<file path="config.mk">
export PLATFORM = sky130hd
export DESIGN_NAME = avc_config_record_parser_flat
export DESIGN_NICKNAME = d
export VERILOG_FILES = /design/src/rtl/avccr_pkg.sv /design/src/rtl/avccr_if.sv /design/src/rtl/avccr_core.sv /design/src/rtl/avc_config_record_parser.sv /design/src/flat_wrapper.sv
export VERILOG_INCLUDE_DIRS = /design/src /design/src/rtl
export SDC_FILE = /design/constraint.sdc
export NUM_CORES = 1
export LEC_CHECK = 0
export ABC_AREA = 1
export BUFFER_PORTS_ARGS = -buffer_cell sky130_fd_sc_hd__buf_2
export CORE_MARGIN = 2
export CORE_UTILIZATION = 45
export DETAILED_ROUTE_END_ITERATION = 10
export PLACE_DENSITY = 0.64
export SLEW_MARGIN = 20
export SYNTH_ARGS = -nofsm -noshare
export SYNTH_HDL_FRONTEND = slang
export SYNTH_SLANG_ARGS = --single-unit
</file>
<file path="constraint.sdc">
create_clock -name clk -period 3.9 [get_ports clk]
set_clock_uncertainty 0.05 [all_clocks]
set_input_delay 0.39 -clock clk [delete_from_list [all_inputs] [get_ports clk]]
set_output_delay 0.39 -clock clk [all_outputs]
set_load 0.02 [all_outputs]
</file>
<file path="src/rtl/assert_macros.svh">
// Assertion macros shared by the parser RTL.
// Included by files that carry concurrent checks; needs no package.
`ifndef ASSERT_MACROS_SVH
`define ASSERT_MACROS_SVH
`ifndef SYNTHESIS
// Check prop on every clock edge, masked while reset is high
`define AVC_ASSERT(lbl, clk, rst, prop) \
  lbl: assert property (@(posedge clk) disable iff (rst) prop) \
    else $error("parser check failed");
// Check prop on every clock edge, reset included
`define AVC_ASSERT_ALL(lbl, clk, prop) \
  lbl: assert property (@(posedge clk) prop) \
    else $error("parser check failed");
`else
`define AVC_ASSERT(lbl, clk, rst, prop)
`define AVC_ASSERT_ALL(lbl, clk, prop)
`endif
`endif

</file>
<file path="src/rtl/avccr_pkg.sv">
// Types, codes and constants for the AVC configuration record parser.
// No dependencies; used by the core, the top level and the testbench.
package avccr_pkg;

  // Parse phases
  typedef enum logic [3:0] {
    PH_HEADER   = 4'd0,
    PH_SPS_HI   = 4'd1,
    PH_SPS_LO   = 4'd2,
    PH_SPS_DATA = 4'd3,
    PH_PPS_CNT  = 4'd4,
    PH_PPS_HI   = 4'd5,
    PH_PPS_LO   = 4'd6,
    PH_PPS_DATA = 4'd7,
    PH_TRAIL    = 4'd8,
    PH_SKIP     = 4'd9
  } phase_t;

  // Byte classes
  localparam logic [2:0] CLS_HDR = 3'd0;
  localparam logic [2:0] CLS_SPS = 3'd1;
  localparam logic [2:0] CLS_PPS = 3'd2;
  localparam logic [2:0] CLS_TRL = 3'd3;
  localparam logic [2:0] CLS_SKP = 3'd4;

  // Error codes
  localparam logic [2:0] ERR_NONE    = 3'd0;
  localparam logic [2:0] ERR_VERSION = 3'd1;
  localparam logic [2:0] ERR_SPS_CNT = 3'd2;
  localparam logic [2:0] ERR_PPS_CNT = 3'd3;
  localparam logic [2:0] ERR_TRUNC   = 3'd4;

  // Record constants
  localparam logic [7:0] RECORD_VERSION = 8'h01;
  localparam logic [7:0] COUNT_ONE      = 8'h01;
  localparam logic [7:0] SPS_COUNT_MASK = 8'h1f;
  localparam logic [2:0] HDR_POS_LSIZE  = 3'd4;
  localparam logic [2:0] HDR_POS_SPSCNT = 3'd5;

  // One result item
  typedef struct packed {
    logic [2:0]  byte_class;
    logic [7:0]  payload_byte;
    logic        payload_end;
    logic [2:0]  nalu_length_size;
    logic [15:0] sps_length;
    logic [15:0] pps_length;
    logic [2:0]  error_code;
    logic        record_done;
  } result_t;

  // Core status seen by the top level
  typedef struct packed {
    phase_t     phase;
    logic [2:0] error;
  } status_t;

endpackage

</file>
<file path="src/rtl/avccr_if.sv">
// Valid/ready channel interfaces for record bytes and parse results.
// Depends on nothing; field widths follow the item definitions.
interface avccr_in_if;
  logic       valid;
  logic       ready;
  logic [7:0] data_byte;
  logic       last_byte;

  modport source (output valid, output data_byte, output last_byte, input ready);
  modport sink   (input valid, input data_byte, input last_byte, output ready);
endinterface

interface avccr_out_if;
  logic        valid;
  logic        ready;
  logic [2:0]  byte_class;
  logic [7:0]  payload_byte;
  logic        payload_end;
  logic [2:0]  nalu_length_size;
  logic [15:0] sps_length;
  logic [15:0] pps_length;
  logic [2:0]  error_code;
  logic        record_done;

  modport source (output valid, output byte_class, output payload_byte,
                  output payload_end, output nalu_length_size, output sps_length,
                  output pps_length, output error_code, output record_done,
                  input ready);
  modport sink   (input valid, input byte_class, input payload_byte,
                  input payload_end, input nalu_length_size, input sps_length,
                  input pps_length, input error_code, input record_done,
                  output ready);
endinterface

</file>
<file path="src/rtl/avccr_core.sv">
// Parser state registers and per-byte step logic.
// Depends on avccr_pkg; computes one result per accepted byte.
module avccr_core (
  input  logic                clk,
  input  logic                rst,
  input  logic                step,
  input  logic [7:0]          data_byte,
  input  logic                last_byte,
  output avccr_pkg::result_t  result,
  output avccr_pkg::status_t  status
);

  avccr_pkg::phase_t phase, phase_next;
  logic [2:0]  hdr_pos, hdr_pos_next;
  logic [15:0] remaining, remaining_next;
  logic [7:0]  len_hi, len_hi_next;
  logic [2:0]  lsize, lsize_next;
  logic [15:0] sps_len, sps_len_next;
  logic [15:0] pps_len, pps_len_next;
  logic [2:0]  error, error_next;
  logic [2:0]  cls;
  logic        pend;
  logic        complete;

  // Step logic for one byte
  always_comb begin
    phase_next     = phase;
    hdr_pos_next   = hdr_pos;
    remaining_next = remaining;
    len_hi_next    = len_hi;
    lsize_next     = lsize;
    sps_len_next   = sps_len;
    pps_len_next   = pps_len;
    error_next     = error;
    cls            = avccr_pkg::CLS_HDR;
    pend           = 1'b0;
    case (phase)
      avccr_pkg::PH_HEADER: begin
        if (hdr_pos == 3'd0 && data_byte != avccr_pkg::RECORD_VERSION) begin
          if (error == avccr_pkg::ERR_NONE) error_next = avccr_pkg::ERR_VERSION;
          phase_next = avccr_pkg::PH_SKIP;
        end else if (hdr_pos == avccr_pkg::HDR_POS_LSIZE) begin
          lsize_next = {1'b0, data_byte[1:0]} + 3'd1;
        end else if (hdr_pos == avccr_pkg::HDR_POS_SPSCNT) begin
          if ((data_byte & avccr_pkg::SPS_COUNT_MASK) != avccr_pkg::COUNT_ONE) begin
            if (error == avccr_pkg::ERR_NONE) error_next = avccr_pkg::ERR_SPS_CNT;
            phase_next = avccr_pkg::PH_SKIP;
          end else begin
            phase_next = avccr_pkg::PH_SPS_HI;
          end
        end
        if (hdr_pos < avccr_pkg::HDR_POS_SPSCNT) hdr_pos_next = hdr_pos + 3'd1;
      end
      avccr_pkg::PH_SPS_HI: begin
        len_hi_next = data_byte;
        phase_next  = avccr_pkg::PH_SPS_LO;
      end
      avccr_pkg::PH_SPS_LO: begin
        sps_len_next   = {len_hi, data_byte};
        remaining_next = {len_hi, data_byte};
        phase_next     = ({len_hi, data_byte} == 16'd0) ? avccr_pkg::PH_PPS_CNT
                                                        : avccr_pkg::PH_SPS_DATA;
      end
      avccr_pkg::PH_SPS_DATA: begin
        cls            = avccr_pkg::CLS_SPS;
        remaining_next = remaining - 16'd1;
        if (remaining == 16'd1) begin
          pend       = 1'b1;
          phase_next = avccr_pkg::PH_PPS_CNT;
        end
      end
      avccr_pkg::PH_PPS_CNT: begin
        if (data_byte != avccr_pkg::COUNT_ONE) begin
          if (error == avccr_pkg::ERR_NONE) error_next = avccr_pkg::ERR_PPS_CNT;
          phase_next = avccr_pkg::PH_SKIP;
        end else begin
          phase_next = avccr_pkg::PH_PPS_HI;
        end
      end
      avccr_pkg::PH_PPS_HI: begin
        len_hi_next = data_byte;
        phase_next  = avccr_pkg::PH_PPS_LO;
      end
      avccr_pkg::PH_PPS_LO: begin
        pps_len_next   = {len_hi, data_byte};
        remaining_next = {len_hi, data_byte};
        phase_next     = ({len_hi, data_byte} == 16'd0) ? avccr_pkg::PH_TRAIL
                                                        : avccr_pkg::PH_PPS_DATA;
      end
      avccr_pkg::PH_PPS_DATA: begin
        cls            = avccr_pkg::CLS_PPS;
        remaining_next = remaining - 16'd1;
        if (remaining == 16'd1) begin
          pend       = 1'b1;
          phase_next = avccr_pkg::PH_TRAIL;
        end
      end
      avccr_pkg::PH_TRAIL: begin
        cls = avccr_pkg::CLS_TRL;
      end
      default: begin
        cls        = avccr_pkg::CLS_SKP;
        phase_next = avccr_pkg::PH_SKIP;
      end
    endcase

    // End-of-record checks
    complete = (phase_next == avccr_pkg::PH_TRAIL);
    if (last_byte && !complete && error_next == avccr_pkg::ERR_NONE) begin
      error_next = avccr_pkg::ERR_TRUNC;
    end
  end

  // Result for the current byte
  always_comb begin
    result.byte_class       = cls;
    result.payload_byte     = data_byte;
    result.payload_end      = pend;
    result.nalu_length_size = lsize_next;
    result.sps_length       = sps_len_next;
    result.pps_length       = pps_len_next;
    result.error_code       = error_next;
    result.record_done      = last_byte && complete && error_next == avccr_pkg::ERR_NONE;
  end

  assign status.phase = phase;
  assign status.error = error;

  // State registers; the last byte of a record returns everything to reset
  always_ff @(posedge clk) begin
    if (rst || (step && last_byte)) begin
      phase     <= avccr_pkg::PH_HEADER;
      hdr_pos   <= 3'd0;
      remaining <= 16'd0;
      len_hi    <= 8'd0;
      lsize     <= 3'd1;
      sps_len   <= 16'd0;
      pps_len   <= 16'd0;
      error     <= avccr_pkg::ERR_NONE;
    end else if (step) begin
      phase     <= phase_next;
      hdr_pos   <= hdr_pos_next;
      remaining <= remaining_next;
      len_hi    <= len_hi_next;
      lsize     <= lsize_next;
      sps_len   <= sps_len_next;
      pps_len   <= pps_len_next;
      error     <= error_next;
    end
  end

endmodule

</file>
<file path="src/rtl/avc_config_record_parser.sv">
// AVC decoder configuration record parser: one result item per record byte.
// A result is registered and is valid in the cycle after its byte is accepted.
// Throughput: one byte per cycle while the output keeps up; the result register is refilled while it drains.
// Input stalls only while a result waits and the downstream ready is low.
// Synchronous active-high reset clears parser state and the result valid flag.
`include "assert_macros.svh"

module avc_config_record_parser (
  input  logic         clk,
  input  logic         rst,
  avccr_in_if.sink     record,
  avccr_out_if.source  parsed
);

  avccr_pkg::result_t step_res;
  avccr_pkg::result_t res;
  avccr_pkg::status_t status;
  logic               res_valid;
  logic               accept;

  // Input is taken whenever the result register is free or draining
  assign record.ready = !res_valid || parsed.ready;
  assign accept       = record.valid && record.ready;

  avccr_core u_core (
    .clk       (clk),
    .rst       (rst),
    .step      (accept),
    .data_byte (record.data_byte),
    .last_byte (record.last_byte),
    .result    (step_res),
    .status    (status)
  );

  // Result register
  always_ff @(posedge clk) begin
    if (rst) begin
      res_valid <= 1'b0;
    end else if (accept) begin
      res_valid <= 1'b1;
    end else if (parsed.ready) begin
      res_valid <= 1'b0;
    end
  end

  always_ff @(posedge clk) begin
    if (accept) begin
      res <= step_res;
    end
  end

  assign parsed.valid            = res_valid;
  assign parsed.byte_class       = res.byte_class;
  assign parsed.payload_byte     = res.payload_byte;
  assign parsed.payload_end      = res.payload_end;
  assign parsed.nalu_length_size = res.nalu_length_size;
  assign parsed.sps_length       = res.sps_length;
  assign parsed.pps_length       = res.pps_length;
  assign parsed.error_code       = res.error_code;
  assign parsed.record_done      = res.record_done;

  // Checks
  `AVC_ASSERT(a_last_resets, clk, rst, (accept && record.last_byte) |=> (status.phase == avccr_pkg::PH_HEADER && status.error == avccr_pkg::ERR_NONE))
  `AVC_ASSERT(a_err_skips, clk, rst, (status.error != avccr_pkg::ERR_NONE) |-> (status.phase == avccr_pkg::PH_SKIP))
  `AVC_ASSERT(a_done_clean, clk, rst, (parsed.valid && parsed.record_done) |-> (parsed.error_code == avccr_pkg::ERR_NONE))
  `AVC_ASSERT(a_end_payload, clk, rst, (parsed.valid && parsed.payload_end) |-> (parsed.byte_class == avccr_pkg::CLS_SPS || parsed.byte_class == avccr_pkg::CLS_PPS))

endmodule

</file>
<file path="src/flat_wrapper.sv">
// flat-port wrapper written by rule: the top's interface ports become plain ports
module avc_config_record_parser_flat 
  (clk, rst, record_valid, record_data_byte, record_last_byte, record_ready, parsed_valid, parsed_byte_class, parsed_payload_byte, parsed_payload_end, parsed_nalu_length_size, parsed_sps_length, parsed_pps_length, parsed_error_code, parsed_record_done, parsed_ready);
  avccr_in_if record_i ();
  avccr_out_if parsed_i ();
  input  logic clk;
  input  logic rst;
  input wire logic [$bits(record_i.valid)-1:0] record_valid;
  input wire logic [$bits(record_i.data_byte)-1:0] record_data_byte;
  input wire logic [$bits(record_i.last_byte)-1:0] record_last_byte;
  output wire logic [$bits(record_i.ready)-1:0] record_ready;
  output wire logic [$bits(parsed_i.valid)-1:0] parsed_valid;
  output wire logic [$bits(parsed_i.byte_class)-1:0] parsed_byte_class;
  output wire logic [$bits(parsed_i.payload_byte)-1:0] parsed_payload_byte;
  output wire logic [$bits(parsed_i.payload_end)-1:0] parsed_payload_end;
  output wire logic [$bits(parsed_i.nalu_length_size)-1:0] parsed_nalu_length_size;
  output wire logic [$bits(parsed_i.sps_length)-1:0] parsed_sps_length;
  output wire logic [$bits(parsed_i.pps_length)-1:0] parsed_pps_length;
  output wire logic [$bits(parsed_i.error_code)-1:0] parsed_error_code;
  output wire logic [$bits(parsed_i.record_done)-1:0] parsed_record_done;
  input wire logic [$bits(parsed_i.ready)-1:0] parsed_ready;
  assign record_i.valid = record_valid;
  assign record_i.data_byte = record_data_byte;
  assign record_i.last_byte = record_last_byte;
  assign record_ready = record_i.ready;
  assign parsed_valid = parsed_i.valid;
  assign parsed_byte_class = parsed_i.byte_class;
  assign parsed_payload_byte = parsed_i.payload_byte;
  assign parsed_payload_end = parsed_i.payload_end;
  assign parsed_nalu_length_size = parsed_i.nalu_length_size;
  assign parsed_sps_length = parsed_i.sps_length;
  assign parsed_pps_length = parsed_i.pps_length;
  assign parsed_error_code = parsed_i.error_code;
  assign parsed_record_done = parsed_i.record_done;
  assign parsed_i.ready = parsed_ready;
  avc_config_record_parser u_core (.clk(clk), .rst(rst), .record(record_i), .parsed(parsed_i));
endmodule
</file>
# Word level (Yosys, flattened, before mapping)
# Cells that the tools add are included.
[classes] add_sub_neg=3 n_lt_le_gt_ge=1 n_eq_ne=14 mux=30 n_reduce_logical=26
[op_table] operator="$mux W3" n=13
[op_table] operator="$pmux W4 S9" n=1
[op_table] operator="$mux W16" n=2
[op_table] operator="$mux W4" n=8
[op_table] operator="$pmux W16 S2" n=1
[op_table] operator="$eq A16 B1 Y1 const B" n=1
[op_table] operator="$eq A4 B3 Y1 const B" n=4
[op_table] operator="$logic_not A16 Y1" n=1
[op_table] operator="$sub A16 B1 Y16 const B" n=1
[op_table] operator="$logic_not A3 Y1" n=4
[op_table] operator="$pmux W3 S4" n=1
[op_table] operator="$eq A4 B2 Y1 const B" n=2
[op_table] operator="$eq A4 B4 Y1 const B" n=2
[op_table] operator="$ne A8 B1 Y1 const B" n=1
[op_table] operator="$logic_and A1 B1 Y1" n=7
[op_table] operator="$eq A3 B3 Y1 const B" n=2
[op_table] operator="$pmux W3 S2" n=1
[op_table] operator="$reduce_or A2 Y1" n=3
[op_table] operator="$reduce_or A6 Y1" n=1
[op_table] operator="$ne A5 B1 Y1 const B" n=1
[op_table] operator="$eq A4 B1 Y1 const B" n=1
[op_table] operator="$logic_not A4 Y1" n=1
[op_table] operator="$reduce_and A2 Y1" n=2
[op_table] operator="$reduce_bool A2 Y1" n=2
[op_table] operator="other kinds (7)" n=11
[totals] reg_bits=121 elab_cells=91

# Logic depth before layout (Yosys ltp)
[logic_depth] depth_word=13 depth_mapped=13

# Modules after synthesis
# A second synthesis with hierarchy kept.
[hier_totals] hier_cells=710 hier_area_um2=5651.7
[modules_own_cells] mod="avccr_core" instances=1 cells_per_inst=653 area_per_inst_um2=4072.7 seq_area_each_um2=1381.3
[modules_own_cells] mod="avc_config_record_parser" instances=1 cells_per_inst=57 area_per_inst_um2=1579.0 seq_area_each_um2=1551.5

# Worst setup path before layout
# OpenSTA, ideal clock, no wires.
[synth_timing] path_type="in2reg" start="input parsed_ready" end="register u_core.u_core.phase[1]" setup_ns=0.091 arrival_ns=2.975 required_ns=3.759 slack_ns=0.784 cell_stages=8 path_buffers=2 cell_sequence="inv_1 nand2_1 nand2_1 inv_1 buf_2 buf_1 o21ai_0 a21oi_1"
[synth_via] elab_chain_cells=4
[synth_lines] item="start, declared" line_no="flat_wrapper.sv:21" text="input wire logic [$bits(parsed_i.ready)-1:0] parsed_ready;"
[synth_lines] item="$logic_or A1 B1 Y1 (*)" line_no="avc_config_record_parser.sv:22" text="assign record.ready = !res_valid || parsed.ready;"
[synth_lines] item="via record_ready" line_no="flat_wrapper.sv:11" text="output wire logic [$bits(record_i.ready)-1:0] record_ready;"
[synth_lines] item="$logic_and A1 B1 Y1 (*)" line_no="avc_config_record_parser.sv:23" text="assign accept = record.valid && record.ready;"
[synth_lines] item="via u_core.accept" line_no="avc_config_record_parser.sv:19" text="logic accept;"
[synth_lines] item="$logic_and A1 B1 Y1" line_no="avccr_core.sv:131" text="if (rst || (step && last_byte)) begin"
[synth_lines] item="$logic_or A1 B1 Y1" line_no="avccr_core.sv:131"
[synth_lines] item="end signal, assigned" line_no="avccr_core.sv:132" text="phase <= avccr_pkg::PH_HEADER;"
[synth_lines] item="end signal, assigned" line_no="avccr_core.sv:141" text="phase <= phase_next;"
[synth_lines] item="end, declared" line_no="avccr_core.sv:13" text="avccr_pkg::phase_t phase, phase_next;"
# Mark *: on every way through the listed nets, which the timed path passes. The rest lies on a longest branch.
# A chain may end at the register's enable or synchronous reset.

==> metrics.txt <==
# TYPE chip_impl_metric gauge
chip_impl_metric{name="grt_pass1_wl",unit="microns"} 21870
chip_impl_metric{name="dp_hpwl",unit="microns"} 9069
chip_impl_metric{name="clk_latency",unit="ns"} 0.41
chip_impl_metric{name="ir_drop",unit="uV"} 270.1
chip_impl_metric{name="die_w",unit="microns"} 114.2
chip_impl_metric{name="htreeDepth",unit=""} 4
chip_impl_metric{name="wirelength",unit="microns"} 13260
chip_impl_info{name="tritoncts",value="built"} 1
chip_impl_metric{name="worstPathArrival",unit="ns"} 2.56
chip_impl_metric{name="post_cts_buffers",unit=""} 0
chip_impl_metric{name="core_region_area",unit="sq um"} 11910
chip_impl_info{name="status",value="finished, final reports clean"} 1
chip_impl_metric{name="area_overhead_of_the_layout_relative_to_synthesis",unit="%"} 20.39
chip_impl_metric{name="timing.max_slew.rel_slack",unit="%"} 32.59
chip_impl_metric{name="gp_routability_congestion",unit=""} 0.9513
chip_impl_metric{name="worst_pin_slew",unit="ns"} 1.009
chip_impl_metric{name="initial_utilization",unit="%"} 45.84
chip_impl_metric{name="fraction_of_final_layout_cells_sized_beyond_drive_strength_1",unit="%"} 15.17
chip_impl_metric{name="final_cell_area",unit="sq um"} 6574
chip_impl_metric{name="power.share.switching",unit="%"} 25.16
chip_impl_metric{name="worst_setup_hold_path_clk_slew",unit="ns"} 0.05
chip_impl_metric{name="syn-cell-area",unit="sq um"} 5460
chip_impl_metric{name="post-route-min-period",unit="ns"} 2.436
chip_impl_info{name="clock_root_buffer_master",value="sky130_fd_sc_hd__clkbuf_16"} 1
chip_impl_info{name="top_cell_type_by_total_area_after_synthesis",value="sky130_fd_sc_hd__edfxtp_1"} 1
chip_impl_info{name="commonest_cells_after_routing_fill_and_taps_aside",value="sky130_fd_sc_hd__nand2_1 (110), sky130_fd_sc_hd__inv_1 (103), sky130_fd_sc_hd__nor2_1 (89), sky130_fd_sc_hd__o21ai_0 (81), sky130_fd_sc_hd__dfxtp_1 (70)"} 1
chip_impl_metric{name="fin_nets",unit=""} 766
chip_impl_metric{name="num_vias",unit=""} 4749
chip_impl_metric{name="n_antenna_cell",unit=""} 0
chip_impl_metric{name="hold_viol",unit=""} 0
chip_impl_metric{name="netlist-cell-type-count",unit=""} 28
chip_impl_metric{name="grt_use_total",unit="%"} 21.47
chip_impl_info{name="crit_path_start_kind",value="register"} 1
chip_impl_metric{name="finalSetupViolCount",unit=""} 0
chip_impl_metric{name="synth-edff-count",unit=""} 51
chip_impl_metric{name="grt_pass1_vias",unit=""} 4494
chip_impl_metric{name="overflow",unit=""} 0
chip_impl_metric{name="synth_seq_area_share",unit="%"} 53.71
chip_impl_metric{name="grt_start_max_net_pins",unit=""} 55
chip_impl_info{name="rr_startpoint",value="u_core.u_core.phase[2]$_SDFFE_PP0P_"} 1
chip_impl_metric{name="post-route-period-util",unit="%"} 62.46
chip_impl_metric{name="final_cells",unit=""} 905
chip_impl_metric{name="power-per-cell-area",unit="nW/um^2"} 545.6
chip_impl_metric{name="ioPinCount",unit=""} 66
chip_impl_metric{name="r2r.worst_path.cells",unit=""} 9
chip_impl_metric{name="cts-buffers-inserted",unit=""} 17
chip_impl_metric{name="routed_vias_inst",unit=""} 5.248
chip_impl_metric{name="drt-pass1-iter-count",unit=""} 5
chip_impl_metric{name="slew_viol_final",unit=""} 0
chip_impl_metric{name="route.antenna.remaining_nets",unit=""} 0
chip_impl_info{name="most_area_consuming_cells_after_synthesis",value="sky130_fd_sc_hd__edfxtp_1 (28%), sky130_fd_sc_hd__dfxtp_1 (26%), sky130_fd_sc_hd__nand2_1 (7.6%)"} 1
chip_impl_metric{name="pwr-share-comb",unit="%"} 11.3
chip_impl_metric{name="die_area",unit="sq um"} 13030
chip_impl_metric{name="r2r_setup_slk",unit="ns"} 1.46
chip_impl_info{name="worstSetupPathType",value="register to register"} 1
chip_impl_metric{name="syn-instance-count",unit=""} 682
chip_impl_metric{name="power.sequential.fraction",unit="%"} 40.3
chip_impl_metric{name="syn-num-nets",unit=""} 703
chip_impl_metric{name="netlist.area_leader.share",unit="%"} 28.05
chip_impl_metric{name="io_buffers",unit=""} 65
chip_impl_metric{name="dpl_cell_area",unit="sq um"} 5916
chip_impl_metric{name="max-cap-violations",unit=""} 0
chip_impl_metric{name="total_leakage_power",unit="nW"} 3.006
chip_impl_info{name="critPathLaunch",value="u_core.u_core.phase[2]$_SDFFE_PP0P_"} 1
chip_impl_metric{name="placement_rows",unit=""} 40
chip_impl_metric{name="top_fanout_value_on_the_critical_path",unit=""} 33
chip_impl_metric{name="drt_iter0_drc",unit=""} 464
chip_impl_metric{name="cts_sinks",unit=""} 121
chip_impl_info{name="rsz_0062_raised_after_global_routing",value="no"} 1
chip_impl_metric{name="number_of_placed_cells_counting_well_taps",unit=""} 873
chip_impl_metric{name="yosys_register_bits",unit=""} 121
chip_impl_info{name="most_common_cell_after_layout_fill_and_taps_aside",value="sky130_fd_sc_hd__nand2_1"} 1
chip_impl_metric{name="holdBufCountCts",unit=""} 0
chip_impl_info{name="critPathCaptureType",value="register"} 1
chip_impl_metric{name="max_clock_freq",unit="MHz"} 410.5
chip_impl_metric{name="number_of_antenna_violations_at_the_first_check_in_global_routing",unit=""} 0
chip_impl_metric{name="floorplan.die.height",unit="microns"} 114.2
chip_impl_metric{name="critical_path_required",unit="ns"} 4.02
chip_impl_metric{name="setup_total_negative_slack",unit="ns"} 0
chip_impl_metric{name="resized_cells_post_cts",unit=""} 0
chip_impl_metric{name="drc_errors",unit=""} 0
chip_impl_info{name="critPathCapture",value="u_core.parsed.error_code[2]$_DFFE_PP_"} 1
chip_impl_info{name="hold_class",value="input port to register"} 1
chip_impl_info{name="synth_top_flop_cell",value="sky130_fd_sc_hd__dfxtp_1"} 1
chip_impl_info{name="worstReg2RegEnd",value="u_core.parsed.error_code[2]$_DFFE_PP_"} 1
chip_impl_metric{name="syn-mean-instance-area",unit="sq um"} 8.006
chip_impl_metric{name="yosysWarningCount",unit=""} 0
chip_impl_metric{name="power",unit="mW"} 3.587
chip_impl_metric{name="part_of_the_total_power_dissipated_in_the_clock_network",unit="%"} 48.4
chip_impl_metric{name="internal-power",unit="mW"} 2.684
chip_impl_metric{name="synthArstFlopShare",unit="%"} 0
chip_impl_metric{name="clockBufferDepth",unit=""} 2
chip_impl_metric{name="post_drt_wl_per_cell",unit="microns"} 14.65
chip_impl_metric{name="net-switching-power",unit="mW"} 0.9026
## layout make-up
type	instances	area, sq um
clock buffers	18	439.2
clock inverters	14	219.0
fillers	1129	5338
inverters	107	401.6
multi-input cells	427	2027
flip-flops and latches	121	2933
well taps	147	183.9
repair buffers	71	370.4
## worst max-delay path, cell delays in order (launching register included)
cell                      delay (ns)
sky130_fd_sc_hd__dfxtp_1        0.52
sky130_fd_sc_hd__inv_2          0.09
sky130_fd_sc_hd__nor2_1         0.19
sky130_fd_sc_hd__nand2_1        0.61
sky130_fd_sc_hd__inv_1          0.30
sky130_fd_sc_hd__nand3_1        0.12
sky130_fd_sc_hd__nand3_1        0.11
sky130_fd_sc_hd__nand2_1        0.07
sky130_fd_sc_hd__nand2_1        0.09
sky130_fd_sc_hd__inv_1          0.04
## state kept, by name (all words and copies together), names as in the netlist, 4 cells and up
register                    flops
u_core.u_core.len_hi            8
u_core.u_core.pps_len          16
u_core.u_core.remaining        16
u_core.u_core.phase             4
u_core.parsed.pps_length       16
u_core.parsed.payload_byte      8
u_core.u_core.sps_len          16
u_core.parsed.sps_length       16
## power by group through the flow
stage	combinational [mW]	sequential (mW)	clock, mW
2_1_floorplan	0.229	1.52	0
3_3_place_gp	0.393	1.47	0
3_5_place_dp	0.402	1.47	0
4_1_cts	0.404	1.45	1.76
5_1_grt	0.452	1.45	1.82
6_report	0.405	1.45	1.74
## synth_stat cells (all sizes together), types with 4 or more instances
master  number
nor2        92
edfxtp      51
nand2      111
nor3         4
a211oi       4
inv        107
clkbuf      15
buf         12
a21oi       60
nand3       22
nand4        4
ha           8
dfxtp       70
o21ai      113
## worst min path at each step
stage | from | endpoint | slack (ns) | cells after the start
6_report | rst | u_core.parsed.valid$_SDFFE_PP0P_ | 0.10 | 2
5_1_grt | rst | u_core.parsed.valid$_SDFFE_PP0P_ | 0.10 | 2
4_1_cts | rst | u_core.parsed.valid$_SDFFE_PP0P_ | 0.09 | 2
3_5_place_dp | u_core.u_core.remaining[5]$_SDFFE_PP0P_ | u_core.u_core.remaining[5]$_SDFFE_PP0P_ | 0.42 | 2
3_3_place_gp | u_core.u_core.remaining[15]$_SDFFE_PP0P_ | u_core.u_core.remaining[15]$_SDFFE_PP0P_ | 0.40 | 2
2_1_floorplan | u_core.u_core.remaining[15]$_SDFFE_PP0P_ | u_core.u_core.remaining[15]$_SDFFE_PP0P_ | 0.39 | 2
## per-layer routing
layer | track usage [%] | up-vias | routed length [microns]
met5 | 0 | - | 0
met4 | 10.33 | 0 | 276
met3 | 4.182 | 24 | 680
met2 | 34.37 | 143 | 6270
met1 | 28.04 | 2237 | 6032
li1 | - | 2345 | -
## cell families after synthesis
family	synth area share, %
adder cells (fa/ha/maj)	1.833
AND/OR/NAND/NOR	17.58
AO/OA/AOI/OAI	16.77
flip-flops	53.71
buffers and inverters	9.464
XOR/XNOR	0.6417
## through the flow
| stage | setup slack, ns | utilization (%) | hold WS, ns |
|---|---|---|---|
| 2_1_floorplan | 0.7839 | - | 0.3893 |
| 6_report | 1.464 | 55.19 | 0.1047 |
| 5_1_grt | 1.257 | 55.19 | 0.1024 |
| 4_1_cts | 1.488 | 55.19 | 0.09115 |
| 3_5_place_dp | 1.522 | 49.66 | 0.4164 |
| 3_3_place_gp | 1.605 | 49.66 | 0.4016 |
Note: power is estimated with default switching activity, not from simulation.
